**config.mk**
```make
export PLATFORM = sky130hd
export DESIGN_NAME = ffha_ctrl
export DESIGN_NICKNAME = d
export VERILOG_FILES = /design/src/hdl/ffha_pkg.sv /design/src/hdl/ffha_ctrl.sv
export SDC_FILE = /design/constraint.sdc
export NUM_CORES = 1
export LEC_CHECK = 0
export ABC_AREA = 1
export BUFFER_PORTS_ARGS = -buffer_cell sky130_fd_sc_hd__buf_2
export CELL_PAD_IN_SITES_DETAIL_PLACEMENT = 0
export CELL_PAD_IN_SITES_GLOBAL_PLACEMENT = 1
export CORE_MARGIN = 3
export CORE_UTILIZATION = 32
export DETAILED_ROUTE_END_ITERATION = 6
export GPL_TIMING_DRIVEN = 0
export PLACE_DENSITY_LB_ADDON = 0.1
export SYNTH_ARGS = -nofsm -noshare
export SYNTH_HDL_FRONTEND = slang
export SYNTH_SLANG_ARGS = --single-unit
```
**constraint.sdc**
```tcl
create_clock -name clk -period 1.6 [get_ports clk]
set_input_delay 0.08 -clock clk [delete_from_list [all_inputs] [get_ports clk]]
set_output_delay 0.08 -clock clk [all_outputs]
set_load 0.05 [all_outputs]
```
**src/hdl/ffha_pkg.sv**
```systemverilog
// ----------------------------------------------------------------------------
// ffha_pkg
// Shared types, codes and constants of the first-fit heap allocator.
// ----------------------------------------------------------------------------
package ffha_pkg;

	localparam int ADDR_W          = 24;
	localparam int FIELD_W         = 22;
	localparam int STATUS_W        = 3;
	localparam int GRANULE         = 16;
	localparam int HEAP_BYTES_DEF  = 2097152;
	localparam int MAX_FREE_DEF    = 64;
	localparam int MAX_LIVE_DEF    = 256;

	typedef enum logic [STATUS_W-1:0] {
		ST_OK           = 3'd0,
		ST_ZERO_SIZE    = 3'd1,
		ST_NO_FIT       = 3'd2,
		ST_INVALID_FREE = 3'd3,
		ST_TABLE_FULL   = 3'd4
	} status_t;

	typedef enum logic [0:0] {
		KIND_ALLOC = 1'b0,
		KIND_FREE  = 1'b1
	} kind_t;

	// One extent: header start and payload size in bytes.
	typedef struct packed {
		logic [ADDR_W-1:0] start;
		logic [ADDR_W-1:0] size;
	} ext_t;

	typedef enum logic [4:0] {
		DP_NONE,
		DP_LOAD,
		DP_SLOT_STEP,
		DP_FIT_STEP,
		DP_ALLOC_COMMIT,
		DP_SHIFT_DN,
		DP_COUNT_DEC,
		DP_USED_STEP,
		DP_USED_TAKE,
		DP_POS_STEP,
		DP_POS_TAKE,
		DP_MERGE_BOTH,
		DP_MERGE_PREV,
		DP_MERGE_NEXT,
		DP_INS_START,
		DP_SHIFT_UP,
		DP_INS_DONE,
		DP_RESULT
	} dp_op_t;

	typedef struct packed {
		dp_op_t  op;
		status_t status;
	} dp_cmd_t;

	typedef struct packed {
		logic is_free;
		logic req_zero;
		logic off_zero;
		logic slot_free;
		logic slot_last;
		logic f_more;
		logic f_pend;
		logic fit_hit;
		logic split;
		logic u_more;
		logic u_hit;
		logic pos_stop;
		logic mp;
		logic mn;
		logic list_full;
		logic up_more;
		logic out_busy;
	} dp_stat_t;

	typedef enum logic [3:0] {
		S_IDLE,
		S_DISP,
		S_SLOT,
		S_FIT,
		S_SHDN,
		S_USCAN,
		S_POS,
		S_MERGE,
		S_SHUP,
		S_RESP
	} state_t;

endpackage

```
**src/hdl/ffha_ctrl.sv**
```systemverilog
// ----------------------------------------------------------------------------
// ffha_ctrl
// Sequencer of the allocator: walks each item through its scans and updates.
// ----------------------------------------------------------------------------
module ffha_ctrl (
	input  logic                clk,
	input  logic                arst_n,
	input  logic                in_valid,
	output logic                in_ready,
	input  ffha_pkg::dp_stat_t  stat,
	output ffha_pkg::dp_cmd_t   cmd
);

	ffha_pkg::state_t  state_q, state_d;
	ffha_pkg::status_t st_q, st_d;

	always_ff @(posedge clk or negedge arst_n) begin
		if (!arst_n) begin
			state_q <= ffha_pkg::S_IDLE;
			st_q    <= ffha_pkg::ST_OK;
		end else begin
			state_q <= state_d;
			st_q    <= st_d;
		end
	end

	// Next state and the status that will be reported.
	always_comb begin
		state_d = state_q;
		st_d    = st_q;
		case (state_q)
			ffha_pkg::S_IDLE: begin
				if (in_valid) state_d = ffha_pkg::S_DISP;
			end
			ffha_pkg::S_DISP: begin
				st_d = ffha_pkg::ST_OK;
				if (!stat.is_free) begin
					if (stat.req_zero) begin
						st_d    = ffha_pkg::ST_ZERO_SIZE;
						state_d = ffha_pkg::S_RESP;
					end else begin
						state_d = ffha_pkg::S_SLOT;
					end
				end else if (stat.off_zero) begin
					state_d = ffha_pkg::S_RESP;
				end else begin
					state_d = ffha_pkg::S_USCAN;
				end
			end
			ffha_pkg::S_SLOT: begin
				if (stat.slot_free) begin
					state_d = ffha_pkg::S_FIT;
				end else if (stat.slot_last) begin
					st_d    = ffha_pkg::ST_TABLE_FULL;
					state_d = ffha_pkg::S_RESP;
				end
			end
			ffha_pkg::S_FIT: begin
				if (stat.fit_hit) begin
					state_d = stat.split ? ffha_pkg::S_RESP : ffha_pkg::S_SHDN;
				end else if (!stat.f_more) begin
					st_d    = ffha_pkg::ST_NO_FIT;
					state_d = ffha_pkg::S_RESP;
				end
			end
			ffha_pkg::S_SHDN: begin
				if (!stat.f_more && !stat.f_pend) state_d = ffha_pkg::S_RESP;
			end
			ffha_pkg::S_USCAN: begin
				if (stat.u_hit) begin
					state_d = ffha_pkg::S_POS;
				end else if (!stat.u_more) begin
					st_d    = ffha_pkg::ST_INVALID_FREE;
					state_d = ffha_pkg::S_RESP;
				end
			end
			ffha_pkg::S_POS: begin
				if (stat.pos_stop || !stat.f_more) state_d = ffha_pkg::S_MERGE;
			end
			ffha_pkg::S_MERGE: begin
				if (stat.mp && stat.mn) begin
					state_d = ffha_pkg::S_SHDN;
				end else if (stat.mp || stat.mn) begin
					state_d = ffha_pkg::S_RESP;
				end else if (stat.list_full) begin
					st_d    = ffha_pkg::ST_TABLE_FULL;
					state_d = ffha_pkg::S_RESP;
				end else begin
					state_d = ffha_pkg::S_SHUP;
				end
			end
			ffha_pkg::S_SHUP: begin
				if (!stat.up_more && !stat.f_pend) state_d = ffha_pkg::S_RESP;
			end
			ffha_pkg::S_RESP: begin
				if (!stat.out_busy) state_d = ffha_pkg::S_IDLE;
			end
			default: state_d = ffha_pkg::S_IDLE;
		endcase
	end

	// Datapath commands.
	always_comb begin
		in_ready   = 1'b0;
		cmd.op     = ffha_pkg::DP_NONE;
		cmd.status = st_q;
		case (state_q)
			ffha_pkg::S_IDLE: begin
				in_ready = 1'b1;
				if (in_valid) cmd.op = ffha_pkg::DP_LOAD;
			end
			ffha_pkg::S_SLOT: cmd.op = ffha_pkg::DP_SLOT_STEP;
			ffha_pkg::S_FIT: begin
				if (stat.fit_hit) cmd.op = ffha_pkg::DP_ALLOC_COMMIT;
				else if (stat.f_more) cmd.op = ffha_pkg::DP_FIT_STEP;
			end
			ffha_pkg::S_SHDN: begin
				if (!stat.f_more && !stat.f_pend) cmd.op = ffha_pkg::DP_COUNT_DEC;
				else cmd.op = ffha_pkg::DP_SHIFT_DN;
			end
			ffha_pkg::S_USCAN: begin
				if (stat.u_hit) cmd.op = ffha_pkg::DP_USED_TAKE;
				else if (stat.u_more) cmd.op = ffha_pkg::DP_USED_STEP;
			end
			ffha_pkg::S_POS: begin
				if (stat.pos_stop) cmd.op = ffha_pkg::DP_POS_TAKE;
				else cmd.op = ffha_pkg::DP_POS_STEP;
			end
			ffha_pkg::S_MERGE: begin
				if (stat.mp && stat.mn) cmd.op = ffha_pkg::DP_MERGE_BOTH;
				else if (stat.mp) cmd.op = ffha_pkg::DP_MERGE_PREV;
				else if (stat.mn) cmd.op = ffha_pkg::DP_MERGE_NEXT;
				else if (!stat.list_full) cmd.op = ffha_pkg::DP_INS_START;
			end
			ffha_pkg::S_SHUP: begin
				if (!stat.up_more && !stat.f_pend) cmd.op = ffha_pkg::DP_INS_DONE;
				else cmd.op = ffha_pkg::DP_SHIFT_UP;
			end
			ffha_pkg::S_RESP: begin
				if (!stat.out_busy) cmd.op = ffha_pkg::DP_RESULT;
			end
			default: cmd.op = ffha_pkg::DP_NONE;
		endcase
	end

endmodule

```
==> After elaboration in Yosys (flattened, before gate mapping) <==
Cells that the tools add are included.
{ "totals": {"regBits": 7, "output_inout_bits": 9, "elab_cells": 86} }
{ "classes": {"n_eq_ne": 26, "n_mux": 46, "n_reduce_logical": 12} }
{ "op_table": {"columns": ["cell", "count"], "rows": [
  ["2-to-1 mux 4 bit", 21],
  ["case mux 5 bit (9 select lines)", 1],
  ["case mux 4 bit (10 select lines)", 1],
  ["2-to-1 mux 3 bit", 11],
  ["inequality test 2 bit (second input constant)", 14],
  ["== test 4 x 3 -> 1 bit (second input constant)", 4],
  ["case mux 3 bit (5 select lines)", 1],
  ["2-to-1 mux 5 bit", 2],
  ["AND reduction 10 bit", 1],
  ["inequality test 3 bit (second input constant)", 3],
  ["== test 4 x 2 -> 1 bit (second input constant)", 2],
  ["== test 4 bit (second input constant)", 2],
  ["AND reduction 8 bit", 1],
  ["2-to-1 mux 1 bit", 6],
  ["2-to-1 mux 2 bit", 3],
  ["nonzero test 5 bit", 1],
  ["== test 4 x 1 -> 1 bit (second input constant)", 1],
  ["zero test 4 bit", 1],
  ["logical AND 1 bit", 3],
  ["zero test 1 bit", 3],
  ["logical OR 1 bit", 2]
]} }

==> Longest topological paths before layout <==
{ "depth": {"word_depth": 5, "depth_mapped": 11} }

==> Worst setup path before layout <==
Ideal clock, no wire load.
{ "synth_timing": {"path_type": "register to output", "start": "reg state_q[2]", "end": "out cmd[3] (netlist name)", "arrival_time_ns": 2.245, "required_ns": 1.520, "slack_ns": -0.725, "stages_incl_launch_ff": 8, "path_buffers": 0, "path_cell_list": "dfrtp_1 -> inv_1 -> nand2_1 -> nor3_1 -> nand2_1 -> nand2_1 -> nor3_1 -> nand2_1"} }
{ "synth_lines": {"columns": ["item", "line", "rtl"], "rows": [
  ["from (decl)", "ffha_ctrl.sv:14", "ffha_pkg::state_t state_q, state_d;"],
  ["from (signal assigned)", "ffha_ctrl.sv:19", "state_q <= ffha_pkg::S_IDLE;"],
  ["from (signal assigned)", "ffha_ctrl.sv:22", "state_q <= state_d;"],
  ["to (decl)", "ffha_ctrl.sv:11", "output ffha_pkg::dp_cmd_t cmd"]
]} }

==> impl_metrics.toml <==
[run_status]
outcome = "completed"

[synth]
synth_cell_types = 20
yosys-top-cells-area = "nand2_1 25%, dfrtp_1 20%, inv_1 13%, nand3_1 11%, nor2_1 11%"
ys_ff_latch = 7
ys_seq_area_share_pct = 19.6
synth_cells = 171
avgSynthCellArea_um2 = 5.24
yosys.area.top_type = "nand2_1"
syn_nets = 191
yosysWarnings = 0
yosysTopAreaCellShare_pct = 25.1
syn_area_um2 = 896

[die]
fp.dieW_um = 58.9
coreArea_um2 = 2570
die_h_um = 58.9
initial_core_util_pct = 34.9
pin_count = 29
row_count = 18
die_area_um2 = 3470

[pwr]
vdd_drop_max_mv = 1.39
p_per_area_nw_per_um2 = 1850
leakage_uw = 0.000823

[global_route]
antenna_found_initial = 0
overflow = 0
grt_max_degree = 9
grt_usage_pct = 17.8
grt_pass1_vias = 1145
grt_pass1_wl_um = 4820

[clock_network]
tritoncts = "done"
clk_latency_ns = 0.26
cts_root_buf = "clkbuf_4"
cts_sinks = 7
path_clk_slew_ns = 0.06
cts_made_buffers = 3
htree_levels = 1
cts.path.max_buffers = 2

[sta]
finalCritPeriodShare_pct = 98.8
skew_ns = 0.00640
layout_setup_ws_ns = 0.0198
final_hold_viol_count = 0
finalSetupViolations = 0
layout_min_cycle_time_ns = 1.58
maxSlewHeadroom_pct = 76.8
worstMarginPinSlew_ns = 0.344
maxSlewViolCount = 0
clock.fmax_mhz = 633
rsz0062_at_grt = "yes"
tns_ns = 0

[detailed_routing]
dr.pass1.iters = 4
postRouteAntennaNets = 0
post_drt_wl_per_cell_um = 11.8
drt_iter0_markers = 30
wirelength_um = 2910
drt-vias-per-instance = 4.98
routed-via-count = 1224
drc = 0

[final_layout]
final_cells = 246
fin_nets = 237
fillCellCount = 273
drive_gt1_share_pct = 39.4
multi_input_area_um2 = 774
area_growth_pct = 60.6
regArea_um2 = 178
antenna_cells = 0
final_util_pct = 56.0

[min_path]
holdCritPathClass = "in -> async"

[placement]
pre_cts_slack_ns = -0.0433
place_congestion = 0.903
dp.cells = 229
io_buffers = 28
post-dp-hpwl_um = 2300

[setup_path]
slowest_stage = "dfrtp_2"
crit_family = "flip-flops"
cp.arrival_ns = 1.50
critPathLaunchType = "flop"
endpoint_kind = "output port"
worstPathRequired_ns = 1.52
critPathKind = "reg -> out"
max_stage_delay_ns = 0.46
critPathLaunch = "state_q[3]"
worstPathCellList = "clkinv_4, nand2_8, nor2_4, inv_2, o22ai_2, nor3_2, nand2_1, buf_6"
crit_fanout = 4
path_buf_inv = 3
reg2reg_from = "state_q[3]"

[flow_run]
drv_cap = 0
-- area by class of cell --
cell class	count	area share (%)
multi-input combinational	132	53.8
clock buffer	4	1.83
timing repair buffer	41	18.9
tap	30	2.61
inverter	30	8.70
buffer	2	1.83
sequential	7	12.3
-- final timing paths --
| kind | end | slack [ns] | depth (start not counted) |
|---|---|---|---|
| hold / removal | st_q[0] | 0.18 | 2 |
| setup / recovery | cmd[3] | 0.02 | 8 |
| max in group asynchronous | state_q[3] | 1.25 | 2 |
| hold reg to reg | st_q[1] | 0.48 | 2 |
| min in group clk | state_q[3] | 0.18 | 5 |
| setup reg to reg | st_q[0] | 0.15 | 9 |
-- layout by cell type (no fill, tap or decap), drive strengths merged --
| cell type | n |
|---|---|
| nor2 | 28 |
| o22ai | 1 |
| o21bai | 1 |
| nand3b | 2 |
| a21oi | 1 |
| nor3 | 2 |
| o21a | 1 |
| nand2 | 60 |
| inv | 29 |
| o2bb2ai | 1 |
| buf | 42 |
| o211ai | 3 |
| nand3 | 21 |
| o21ai | 6 |
| clkinv | 1 |
| or2 | 1 |
| dlygate4sd3 | 1 |
| nand4 | 4 |
| dfrtp | 7 |
| clkbuf | 4 |
-- flip-flops by register name, indices dropped and copies added (netlist names) --
name and flops:
st_q 3, state_q 4
-- stage by stage --
step | instance area [µm²] | hold WS [ns] | total power, µW
after floorplan | 901 | -0.216 | 1550
after global placement | 1080 | -0.0823 | 1890
after detailed placement | 1080 | -0.0774 | 1900
after CTS | 1290 | 0.182 | 2390
after global routing | 1440 | 0.192 | 2860
final | 1440 | 0.178 | 2670
-- logic make-up after synthesis --
group	after synthesis	synth area share, %
AND/OR/NAND/NOR	118	56.0
buffers and inverters	32	14.7
AO/OA/AOI/OAI	14	9.78
flip-flops	7	19.6
-- cells in the mapped netlist --
| cell | number |
|---|---|
| buf_4 | 1 |
| o2bb2ai_1 | 1 |
| inv_1 | 30 |
| dfrtp_1 | 7 |
| nor2_2 | 2 |
| nand3_1 | 20 |
| nand2_1 | 60 |
| buf_6 | 1 |
| or2_2 | 1 |
| nand4_1 | 4 |
| o211ai_1 | 3 |
| o21ai_0 | 6 |
| a21oi_1 | 1 |
| nand3_2 | 1 |
| nor2_1 | 26 |
| nor3_1 | 2 |
| o22ai_1 | 1 |
| o21a_1 | 1 |
| nand3b_1 | 2 |
| o21bai_1 | 1 |
-- layer usage --
layer | wire (µm) | global-route usage [%]
met1 | 1280 | 23.3
met2 | 1470 | 30.1
met3 | 137 | 3.95
met4 | 28 | 3.24
met5 | 0 | 0
-- timing repair --
item	CTS	global route
endpoints found under the setup margin	5	8
buffers inserted	6	6
hold buffers	1	0
gates resized for setup	44	27
pin swaps	6	13
hold endpoints to repair	7	0
-- power breakdown --
| part | internal [µW] | switching [µW] |
|---|---|---|
| sequential | 259 | 68.1 |
| clock | 95.5 | 70.5 |
| combinational | 733 | 1440 |
No activity file was read; power rests on OpenSTA's default activity.
